<file path="config.mk">
export PLATFORM = sky130hd
export DESIGN_NAME = linear_to_gamma_pixel_encoder
export DESIGN_NICKNAME = d
export VERILOG_FILES = /design/src/design/lgpe_pkg.sv /design/src/design/lgpe_lane.sv /design/src/design/lgpe_merge.sv /design/src/design/linear_to_gamma_pixel_encoder.sv
export SDC_FILE = /design/constraint.sdc
export NUM_CORES = 2
export LEC_CHECK = 0
export BUFFER_PORTS_ARGS = -buffer_cell sky130_fd_sc_hd__buf_4
export CORE_MARGIN = 3
export CORE_UTILIZATION = 40
export CTS_BUF_LIST = sky130_fd_sc_hd__clkbuf_2 sky130_fd_sc_hd__clkbuf_4 sky130_fd_sc_hd__clkbuf_8
export CTS_CLUSTER_DIAMETER = 50
export DETAILED_ROUTE_END_ITERATION = 10
export PLACE_DENSITY = 0.6
export SLEW_MARGIN = 25
export SYNTH_ARGS = -nofsm -noshare
export SYNTH_HDL_FRONTEND = slang
export SYNTH_SLANG_ARGS = --single-unit
</file>
<file path="constraint.sdc">
create_clock -name clk -period 9.8 [get_ports clk]
set_input_delay 1.96 -clock clk [delete_from_list [all_inputs] [get_ports clk]]
set_output_delay 1.96 -clock clk [all_outputs]
set_load 0.005 [all_outputs]
</file>
<file path="src/design/lgpe_pkg.sv">
// Shared types, constants and table builder of the linear-to-gamma pixel encoder.
package lgpe_pkg;

  localparam int IN_W          = 16;
  localparam int MAG_W         = IN_W - 1;
  localparam int CODE_W        = 8;
  localparam int CODE_CNT      = 1 << CODE_W;
  localparam int STEPS         = CODE_W;
  localparam int THR_W         = 16;
  localparam int THR_NEVER     = 1 << MAG_W;
  localparam int FRAC_BITS_DEF = 12;

  // Linear segment: x <= 0.0031308, code = floor(x * 12.92 * 256)
  localparam int LIN_THR_NUM   = 31308;
  localparam int LIN_THR_DEN   = 10000000;
  localparam int LIN_NUM       = 330752;
  localparam int LIN_SCALE     = 100;
  localparam int LIN_CODE_W    = 4;
  localparam int LIN_CODE_MAX  = (1 << LIN_CODE_W) - 1;
  localparam int LIN_PROD_W    = 34;

  // Power segment: x^5 * 33760^11 >= (125k + 1760)^11
  localparam int POW_DEN       = 33760;
  localparam int POW_STEP      = 125;
  localparam int POW_OFS       = 1760;
  localparam int POW_OUT_EXP   = 11;
  localparam int POW_IN_EXP    = 5;
  localparam int BIG_W         = 288;

  // Accepting edge to the edge that takes the result strobe
  localparam int LATENCY       = STEPS + 2;

  typedef logic [CODE_CNT-1:0][THR_W-1:0] thr_tab_t;

  typedef struct packed {
    logic              valid;
    logic [CODE_W-1:0] code;
  } lane_res_t;

  function automatic logic [BIG_W-1:0] big_pow(input logic [BIG_W-1:0] b, input int e);
    logic [BIG_W-1:0] r;
    r = BIG_W'(1);
    for (int i = 0; i < e; i++) begin
      r = r * b;
    end
    return r;
  endfunction

  // Smallest magnitude that reaches each code on the power curve; THR_NEVER if none.
  function automatic thr_tab_t build_thr_tab(input int frac);
    logic [BIG_W-1:0] c_den;
    logic [BIG_W-1:0] rhs;
    logic [BIG_W-1:0] lhs;
    int unsigned      lo;
    int unsigned      hi;
    int unsigned      mid;
    thr_tab_t         tab;
    c_den = big_pow(BIG_W'(POW_DEN), POW_OUT_EXP);
    for (int k = 0; k < CODE_CNT; k++) begin
      rhs = big_pow(BIG_W'(POW_STEP * k + POW_OFS), POW_OUT_EXP) << (POW_IN_EXP * frac);
      lo  = 1;
      hi  = THR_NEVER;
      for (int i = 0; i <= MAG_W; i++) begin
        if (lo < hi) begin
          mid = (lo + hi) >> 1;
          lhs = big_pow(BIG_W'(mid), POW_IN_EXP) * c_den;
          if (lhs >= rhs) begin
            hi = mid;
          end else begin
            lo = mid + 1;
          end
        end
      end
      tab[k] = THR_W'(lo);
    end
    return tab;
  endfunction

endpackage

</file>
<file path="src/design/lgpe_lane.sv">
// One channel lane: linear-segment code plus an 8-step threshold search on the power curve.
module lgpe_lane
  import lgpe_pkg::*;
#(
  parameter int FRAC_BITS = FRAC_BITS_DEF
) (
  input  logic                   clk,
  input  logic                   rst_n,
  input  logic                   in_valid,
  input  logic signed [IN_W-1:0] in_raw,
  output lane_res_t              res
);

  localparam thr_tab_t ThrTab = build_thr_tab(FRAC_BITS);
  localparam int       LinMax = (LIN_THR_NUM << FRAC_BITS) / LIN_THR_DEN;
  localparam int       LinDiv = LIN_SCALE << FRAC_BITS;

  logic [MAG_W-1:0]      mag_nxt;
  logic [LIN_PROD_W-1:0] lin_prod;
  logic [LIN_CODE_W-1:0] linc_nxt;
  logic                  linf_nxt;
  logic [CODE_W-1:0]     cand;
  logic [CODE_W-1:0]     acc_nxt [1:STEPS];

  logic                  vld_r  [0:STEPS];
  logic [MAG_W-1:0]      mag_r  [0:STEPS];
  logic [CODE_W-1:0]     acc_r  [0:STEPS];
  logic                  linf_r [0:STEPS];
  logic [LIN_CODE_W-1:0] linc_r [0:STEPS];

  // Drop negative input to zero, work out the linear-segment code
  always_comb begin
    mag_nxt  = in_raw[IN_W-1] ? '0 : in_raw[MAG_W-1:0];
    lin_prod = LIN_PROD_W'(mag_nxt) * LIN_PROD_W'(LIN_NUM);
    linf_nxt = (mag_nxt <= MAG_W'(LinMax));
    linc_nxt = '0;
    for (int c = 1; c <= LIN_CODE_MAX; c++) begin
      if (lin_prod >= LIN_PROD_W'(c * LinDiv)) begin
        linc_nxt = LIN_CODE_W'(c);
      end
    end
  end

  // Decide one code bit per step, MSB first
  always_comb begin
    cand = '0;
    for (int s = 0; s < STEPS; s++) begin
      cand           = acc_r[s] | (CODE_W'(1) << (STEPS - 1 - s));
      acc_nxt[s + 1] = ({1'b0, mag_r[s]} >= ThrTab[cand]) ? cand : acc_r[s];
    end
  end

  // Advance request valid through the steps
  always_ff @(posedge clk) begin
    if (!rst_n) begin
      for (int s = 0; s <= STEPS; s++) begin
        vld_r[s] <= 1'b0;
      end
    end else begin
      vld_r[0] <= in_valid;
      for (int s = 0; s < STEPS; s++) begin
        vld_r[s + 1] <= vld_r[s];
      end
    end
  end

  // Advance payload through the steps
  always_ff @(posedge clk) begin
    mag_r[0]  <= mag_nxt;
    acc_r[0]  <= '0;
    linf_r[0] <= linf_nxt;
    linc_r[0] <= linc_nxt;
    for (int s = 0; s < STEPS; s++) begin
      mag_r[s + 1]  <= mag_r[s];
      acc_r[s + 1]  <= acc_nxt[s + 1];
      linf_r[s + 1] <= linf_r[s];
      linc_r[s + 1] <= linc_r[s];
    end
  end

  // Pick the segment that applies
  always_comb begin
    res.valid = vld_r[STEPS];
    res.code  = linf_r[STEPS] ? CODE_W'(linc_r[STEPS]) : acc_r[STEPS];
  end

endmodule

</file>
<file path="src/design/lgpe_merge.sv">
// Merge stage: joins the three lane results into one registered pixel result.
module lgpe_merge
  import lgpe_pkg::*;
(
  input  logic              clk,
  input  logic              rst_n,
  input  lane_res_t         red,
  input  lane_res_t         green,
  input  lane_res_t         blue,
  output logic              out_valid,
  output logic [CODE_W-1:0] out_red_code,
  output logic [CODE_W-1:0] out_green_code,
  output logic [CODE_W-1:0] out_blue_code
);

  logic              valid_nxt;
  logic              valid_r;
  logic [CODE_W-1:0] red_r;
  logic [CODE_W-1:0] green_r;
  logic [CODE_W-1:0] blue_r;

  // Lanes run in lockstep, so all three valids agree
  assign valid_nxt = red.valid & green.valid & blue.valid;

  // Hold the strobe for one cycle per request
  always_ff @(posedge clk) begin
    if (!rst_n) begin
      valid_r <= 1'b0;
    end else begin
      valid_r <= valid_nxt;
    end
  end

  // Register the codes
  always_ff @(posedge clk) begin
    red_r   <= red.code;
    green_r <= green.code;
    blue_r  <= blue.code;
  end

  assign out_valid      = valid_r;
  assign out_red_code   = red_r;
  assign out_green_code = green_r;
  assign out_blue_code  = blue_r;

endmodule

</file>
<file path="src/design/linear_to_gamma_pixel_encoder.sv">
// Top level: three channel lanes side by side feeding one merge stage.
// A request passes the lane step registers, then the merge register, before out_valid rises.
// Throughput: one pixel per clock while busy is low; start is held off only by reset, through the busy register.
// The 8-step code search is pipelined, one threshold table lookup per step and register stage.
// Reset: synchronous, active low; clears the valid pipeline and holds busy high.
module linear_to_gamma_pixel_encoder
  import lgpe_pkg::*;
#(
  parameter int FRAC_BITS = FRAC_BITS_DEF
) (
  input  logic                   clk,
  input  logic                   rst_n,
  input  logic                   start,
  output logic                   busy,
  input  logic signed [IN_W-1:0] in_red_linear,
  input  logic signed [IN_W-1:0] in_green_linear,
  input  logic signed [IN_W-1:0] in_blue_linear,
  output logic                   out_valid,
  output logic [CODE_W-1:0]      out_red_code,
  output logic [CODE_W-1:0]      out_green_code,
  output logic [CODE_W-1:0]      out_blue_code
);

  logic      busy_r;
  logic      accept;
  lane_res_t red_res;
  lane_res_t green_res;
  lane_res_t blue_res;

  // Register busy: set while in reset, cleared once reset is seen released
  always_ff @(posedge clk) begin
    if (!rst_n) begin
      busy_r <= 1'b1;
    end else begin
      busy_r <= 1'b0;
    end
  end

  assign busy   = busy_r;
  assign accept = start & ~busy_r;

  lgpe_lane #(.FRAC_BITS(FRAC_BITS)) u_lane_red (
    .clk      (clk),
    .rst_n    (rst_n),
    .in_valid (accept),
    .in_raw   (in_red_linear),
    .res      (red_res)
  );

  lgpe_lane #(.FRAC_BITS(FRAC_BITS)) u_lane_green (
    .clk      (clk),
    .rst_n    (rst_n),
    .in_valid (accept),
    .in_raw   (in_green_linear),
    .res      (green_res)
  );

  lgpe_lane #(.FRAC_BITS(FRAC_BITS)) u_lane_blue (
    .clk      (clk),
    .rst_n    (rst_n),
    .in_valid (accept),
    .in_raw   (in_blue_linear),
    .res      (blue_res)
  );

  lgpe_merge u_merge (
    .clk            (clk),
    .rst_n          (rst_n),
    .red            (red_res),
    .green          (green_res),
    .blue           (blue_res),
    .out_valid      (out_valid),
    .out_red_code   (out_red_code),
    .out_green_code (out_green_code),
    .out_blue_code  (out_blue_code)
  );

endmodule

</file>
# Yosys cells after proc, flatten, opt, wreduce, memory -nomap -nowiden
# Memory sizes are Yosys's and may differ from the RTL's.
# Cells that the tools add are included.
[totals]
memories = 39
ramBits = 783
latchBits = 0
regBits = 26
rom_bits = 49152
word_cells = 305
output_inout_bits = 26
in_bits = 51
[classes]
muxes = 128
add_sub_neg = 0
order_cmp = 96
n_eq_ne = 0
bitwise_logic = 31
n_reduce_logical = 0
mul = 3
n_shift = 0
div = 0
[memory_table]
columns = ["memory", "words", "word_bits", "read_ports", "rd_ports_with_merged_regs", "wr", "line_no", "rtl"]
rows = [
  ["(name not given)", 128, 16, 1, 0, 0, "lgpe_lane.sv:49", "acc_nxt[s + 1] = ({1'b0, mag_r[s]} >= ThrTab[cand]) ? cand : acc_r[s];"],
  ["(name not given)", 128, 16, 1, 0, 0, "lgpe_lane.sv:49", ""],
  ["(name not given)", 128, 16, 1, 0, 0, "lgpe_lane.sv:49", ""],
  ["(name not given)", 128, 16, 1, 0, 0, "lgpe_lane.sv:49", ""],
  ["(name not given)", 128, 16, 1, 0, 0, "lgpe_lane.sv:49", ""],
  ["(name not given)", 128, 16, 1, 0, 0, "lgpe_lane.sv:49", ""],
  ["33 more memories", "--", "--", "--", "--", "--", "--", ""],
]
[op_table]
columns = ["cell", "count"]
rows = [
  ["$ge A34 B22 Y1 const B", 15],
  ["$ge A34 B23 Y1 const B", 15],
  ["$ge A15 B16 Y1", 24],
  ["$mux W16", 24],
  ["$ge A34 B21 Y1 const B", 9],
  ["$lt A8 B9 Y1 const B", 24],
  ["$mux W4", 48],
  ["$ge A34 B19 Y1 const B", 3],
  ["$ge A34 B20 Y1 const B", 3],
  ["$mul A15 B9 Y24 const B", 3],
  ["$le A15 B4 Y1 const B", 3],
  ["$mux W15", 3],
  ["$mux W1", 35],
  ["$or A1 B1 Y1", 27],
  ["$mux W8", 3],
  ["$mux W7", 3],
  ["$mux W6", 3],
  ["$mux W5", 3],
  ["$mux W3", 3],
  ["$mux W2", 3],
  ["$and A1 B1 Y1", 3],
  ["$not A1 Y1", 1],
]

# Logic depth before layout (Yosys ltp)
[depth]
word_depth = 18
mapped_depth = 23
ltp_nobuf = 22

# Hierarchy
# From an unflattened synthesis, not the netlist that was laid out.
[unflattened]
hier_cells = 4554
area_unflattened_um2 = 39621.8
[by_module_without_submodules]
columns = ["module", "n_inst", "seq_area_each_um2", "cells_each", "area_each_um2"]
rows = [
  ["lgpe_lane (u_lane_blue)", 1, 4204.0, 1530, 13155.1],
  ["lgpe_lane (u_lane_red)", 1, 4204.0, 1498, 13043.8],
  ["lgpe_lane (u_lane_green)", 1, 4204.0, 1497, 12876.1],
  ["lgpe_merge", 1, 500.5, 26, 509.2],
  ["linear_to_gamma_pixel_encoder", 1, 20.0, 3, 37.5],
]

# Worst setup path before layout
# OpenSTA, ideal clock, no wires.
[synth_timing]
path_kind = "input to register"
start = "input port in_blue_linear[15]"
end = "memory u_lane_blue.linc_r[0][0]"
path_buffers = 3
path_stages = 20
setup_time_ps = 136
t_arrival_ps = 6698
required_ps = 9664
setup_slack_ps = 2966
cell_sequence = "clkbuf_1 > clkbuf_1 > buf_1 > nor2_1 > ha_1 > fa_1 > inv_1 > fa_1 > inv_1 > ha_1 > and3_1 > nand2_1 > a2111oi_0 > o22ai_1 > xnor2_1 > or4_4 > nor4_4 > and2_1 > a21boi_0 > a31oi_1"
[synth_rtl]
columns = ["item", "line_no", "rtl"]
rows = [
  ["start: declaration", "linear_to_gamma_pixel_encoder.sv:17", "input logic signed [IN_W-1:0] in_blue_linear,"],
  ["end: declaration", "lgpe_lane.sv:29", "logic [LIN_CODE_W-1:0] linc_r [0:STEPS];"],
]

==> results.yml <==
run_status:
  status: "finished, final reports clean"
global_routing:
  busiest_layer: "met2"
  use_met2_pct: 28.3
  grtUsageMet3_pct: 2.47
  grt_pass1_wl_mm: 151
  grt.overflow.total: 0
  grt_antenna_before_repair: 4
  grt_pass1_vias: 29500
  grt_max_degree: 73
  use_met1_pct: 24.2
  grt_use_total_pct: 17.6
cts:
  cts_hold_buf: 0
  cts_tree: "done"
  ctsResizeCount: 0
  cts_buffer_depth: 3
  clock_latency_ns: 0.76
  cts_sinks: 638
  htree_levels: 3
  clockRootBuffer: "clkbuf_8"
  clkTransAtPathRegs_ns: 0.06
  cts_buffers: 108
  cts_setup_buffers: 0
synth:
  synth_most_common_cell: "dfxtp_1"
  ys_top_cells_by_count: "638 x dfxtp_1, 556 x ha_1, 378 x a21oi_1"
  synth_area_leaders: "dfxtp_1 33%, ha_1 18%, a21oi_1 4.9%"
  yosys_warnings: 0
  ys.flop_type: "dfxtp_1"
  async_reset_ff_share_pct: 0
  synth.distinct_cells: 90
  netlist_instances: 4482
  ys_ff_latch: 638
  syn_avg_cell_area_um2: 8.69
  yosysTopAreaCellShare_pct: 32.8
  syn_area_mm2: 0.0389
  ys_seq_area_share_pct: 32.8
  yosysTopAreaCell: "dfxtp_1"
  synth_edf_count: 0
  synth_fp_nets: 5143
timing:
  finalHoldViolCount: 0
  period_share_pct: 65.4
  setup_ws_ns: 3.39
  drv_slew: 0
  rsz0062_at_grt: "no"
  max_freq_mhz: 156
  worst_pin_slew_ns: 0.983
  tns_ns: 0
  setup_violations: 0
  max_slew_margin_pct: 34.4
  min_period_ns: 6.41
  skew_ns: 0.0380
  finalHoldWorstSlack_ns: 0.300
floorplanning:
  io_pins: 77
  die_h_um: 318
  start_util_pct: 40.7
  fp.coreArea_mm2: 0.0957
  rows: 113
  dieArea_mm2: 0.101
  fp.dieW_um: 318
critical_path:
  slowest_delay_ns: 0.55
  r2r_slack_ns: 5.00
  worstSetupPathType: "input pin to flip-flop"
  timing.critical_path.to_type: "flip-flop"
  path_buf_inv: 4
  crit_family: "adder cells"
  r2r-start: "u_lane_green.acc_r[0][57]"
  start_kind: "input pin"
  cp_slowest_cell: "fa_1"
  arrival_ns: 7.04
  cp.required_ns: 10.43
  cp_cell_sequence: "buf_4 -> nand2b_1 -> inv_1 -> ha_1 -> ha_1 -> fa_1 -> inv_1 -> fa_1 -> inv_1 -> ha_1 -> a21oi_1 -> o21bai_1 -> a221oi_1 -> nand2_1 -> xor2_1 -> nor4b_1 -> nand4_1 -> a211oi_1 -> a21oi_1 -> or3_1"
  crit_fanout: 31
  reg2reg_depth: 17
  worstReg2RegEnd: "u_lane_green.acc_r[0][64]"
route:
  via_count: 31400
  drt-initial-drc-count: 2717
  viasPerCell: 5.43
  first_pass_iters: 7
  wl_per_cell_um: 15.9
  route.detailed.drc: 0
  ant_nets: 0
  routed_wl_mm: 92.1
cells_and_area:
  fillers: 9280
  multi_input_area_mm2: 0.0241
  nets: 5083
  register_area_mm2: 0.0128
  areaGrowthSynthToFinish_pct: 9.82
  drive_gt1_share_pct: 8.42
place:
  place_ws_ns: 2.62
  io_buffers: 76
  place_hpwl_mm: 67.3
  place_congestion: 0.900
power:
  power_density_mw_per_mm2: 205
  p_clk_share_pct: 29.8
  p_leak_nw: 19.9
  ir_drop_uv: 100
  seqPwrFrac_pct: 34.0
  p_sw_mw: 3.21
  internal_power_mw: 5.53
  pwr-share-comb_pct: 36.2
  switching_share_pct: 36.7
job:
  maxCapViolations: 0
min_path:
  holdPathStages: 0
  hp-start: "u_lane_blue.linf_r[0][1]"
  holdPathEnd: "u_lane_blue.linf_r[0][2]"
  hold_path.class: "flip-flop to flip-flop"
==> per-layer routing <==
layer,vias up,wire length (um)
met4,0,2110
met5,-,0
met1,14500,43500
met3,163,4730
li1,15900,-
met2,903,41700
==> final cells by class <==
cell class / count / share of cell area [%]
diodes: 4 / 0.0234
clock buffers: 155 / 4.61
clock inverters: 44 / 1.18
inverters: 257 / 2.26
multi-input cells: 3311 / 56.5
flip-flops and latches: 638 / 29.9
well taps: 1265 / 3.70
repair buffers: 106 / 1.86
==> cells by family after synthesis <==
| logic type | Yosys count | synth area share [%] |
|---|---|---|
| AOI/OAI and AO/OA | 1325 | 21.5 |
| and+or+nand+nor | 1162 | 14.3 |
| DFF | 638 | 32.8 |
| adders and majority gates | 610 | 20.6 |
| buffers and inverters | 533 | 5.21 |
| xor gates and xnor gates | 133 | 2.99 |
| muxes | 81 | 2.56 |
==> placed cells by master (no fill, tap or decap), drive strengths merged, types with 18 or more instances in the layout <==
cell and n:
dfxtp 638, ha 556, a21oi 381, o21ai 360, nand2 356, nor2 295
inv 262, clkbuf 155, a21o 111, buf 106, a211oi 90, and2 89
xnor2 88, nor2b 84, nand2b 74, nor3 74, nand3 68, o211ai 63
fa 54, mux2i 49, xor2 45, a31oi 45, o311ai 35, clkinv 31
a311oi 24, o31ai 23, or4 23, o21bai 22, a221oi 21, mux2 19
nand4 19, o22ai 18
==> sequential cells by signal, indices dropped and copies added (netlist names), 9 cells and up <==
signal and count:
u_lane_blue.mag_r 120, u_lane_green.mag_r 120, u_lane_red.mag_r 120, u_lane_blue.acc_r 36, u_lane_blue.linc_r 36, u_lane_green.acc_r 36
u_lane_green.linc_r 36, u_lane_red.acc_r 36, u_lane_red.linc_r 36, u_lane_blue.linf_r 9, u_lane_green.linf_r 9, u_lane_red.linf_r 9
==> worst max path at each step <==
| stage | slack (ns) | cells after the start | startpoint | endpoint |
|---|---|---|---|---|
| after floorplan | 2.97 | 20 | in_blue_linear[15] | u_lane_blue.linc_r[0][0] |
| after global placement | 2.72 | 20 | in_red_linear[15] | u_lane_red.linc_r[0][1] |
| after detailed placement | 2.62 | 20 | in_red_linear[15] | u_lane_red.linc_r[0][1] |
| after CTS | 3.48 | 20 | in_red_linear[15] | u_lane_red.linc_r[0][1] |
| after global routing | 2.95 | 20 | in_green_linear[15] | u_lane_green.linc_r[0][2] |
| final | 3.39 | 20 | in_red_linear[15] | u_lane_red.linc_r[0][1] |
==> stage by stage <==
step | area, um^2 | power, mW | std cells | utilization (%)
global route | 42700 | 9.40 | 5779 | 44.7
global placement | 40200 | 6.12 | 5577 | 42.1
detailed placement | 40200 | 6.14 | 5577 | 42.1
CTS | 42700 | 8.81 | 5776 | 44.6
finish | 42800 | 8.74 | 5780 | 44.7
floorplan | 38900 | 5.41 | 4482 | -
==> power groups by stage <==
| stage | registers, mW | clock network (mW) | logic [mW] |
|---|---|---|---|
| finish | 2.97 | 2.61 | 3.16 |
| global route | 3.00 | 2.82 | 3.58 |
| CTS | 2.97 | 2.71 | 3.13 |
| detailed placement | 3.03 | 0 | 3.11 |
| global placement | 3.03 | 0 | 3.09 |
| floorplan | 2.91 | 0 | 2.49 |
Note: power is estimated with default switching activity, not from simulation.
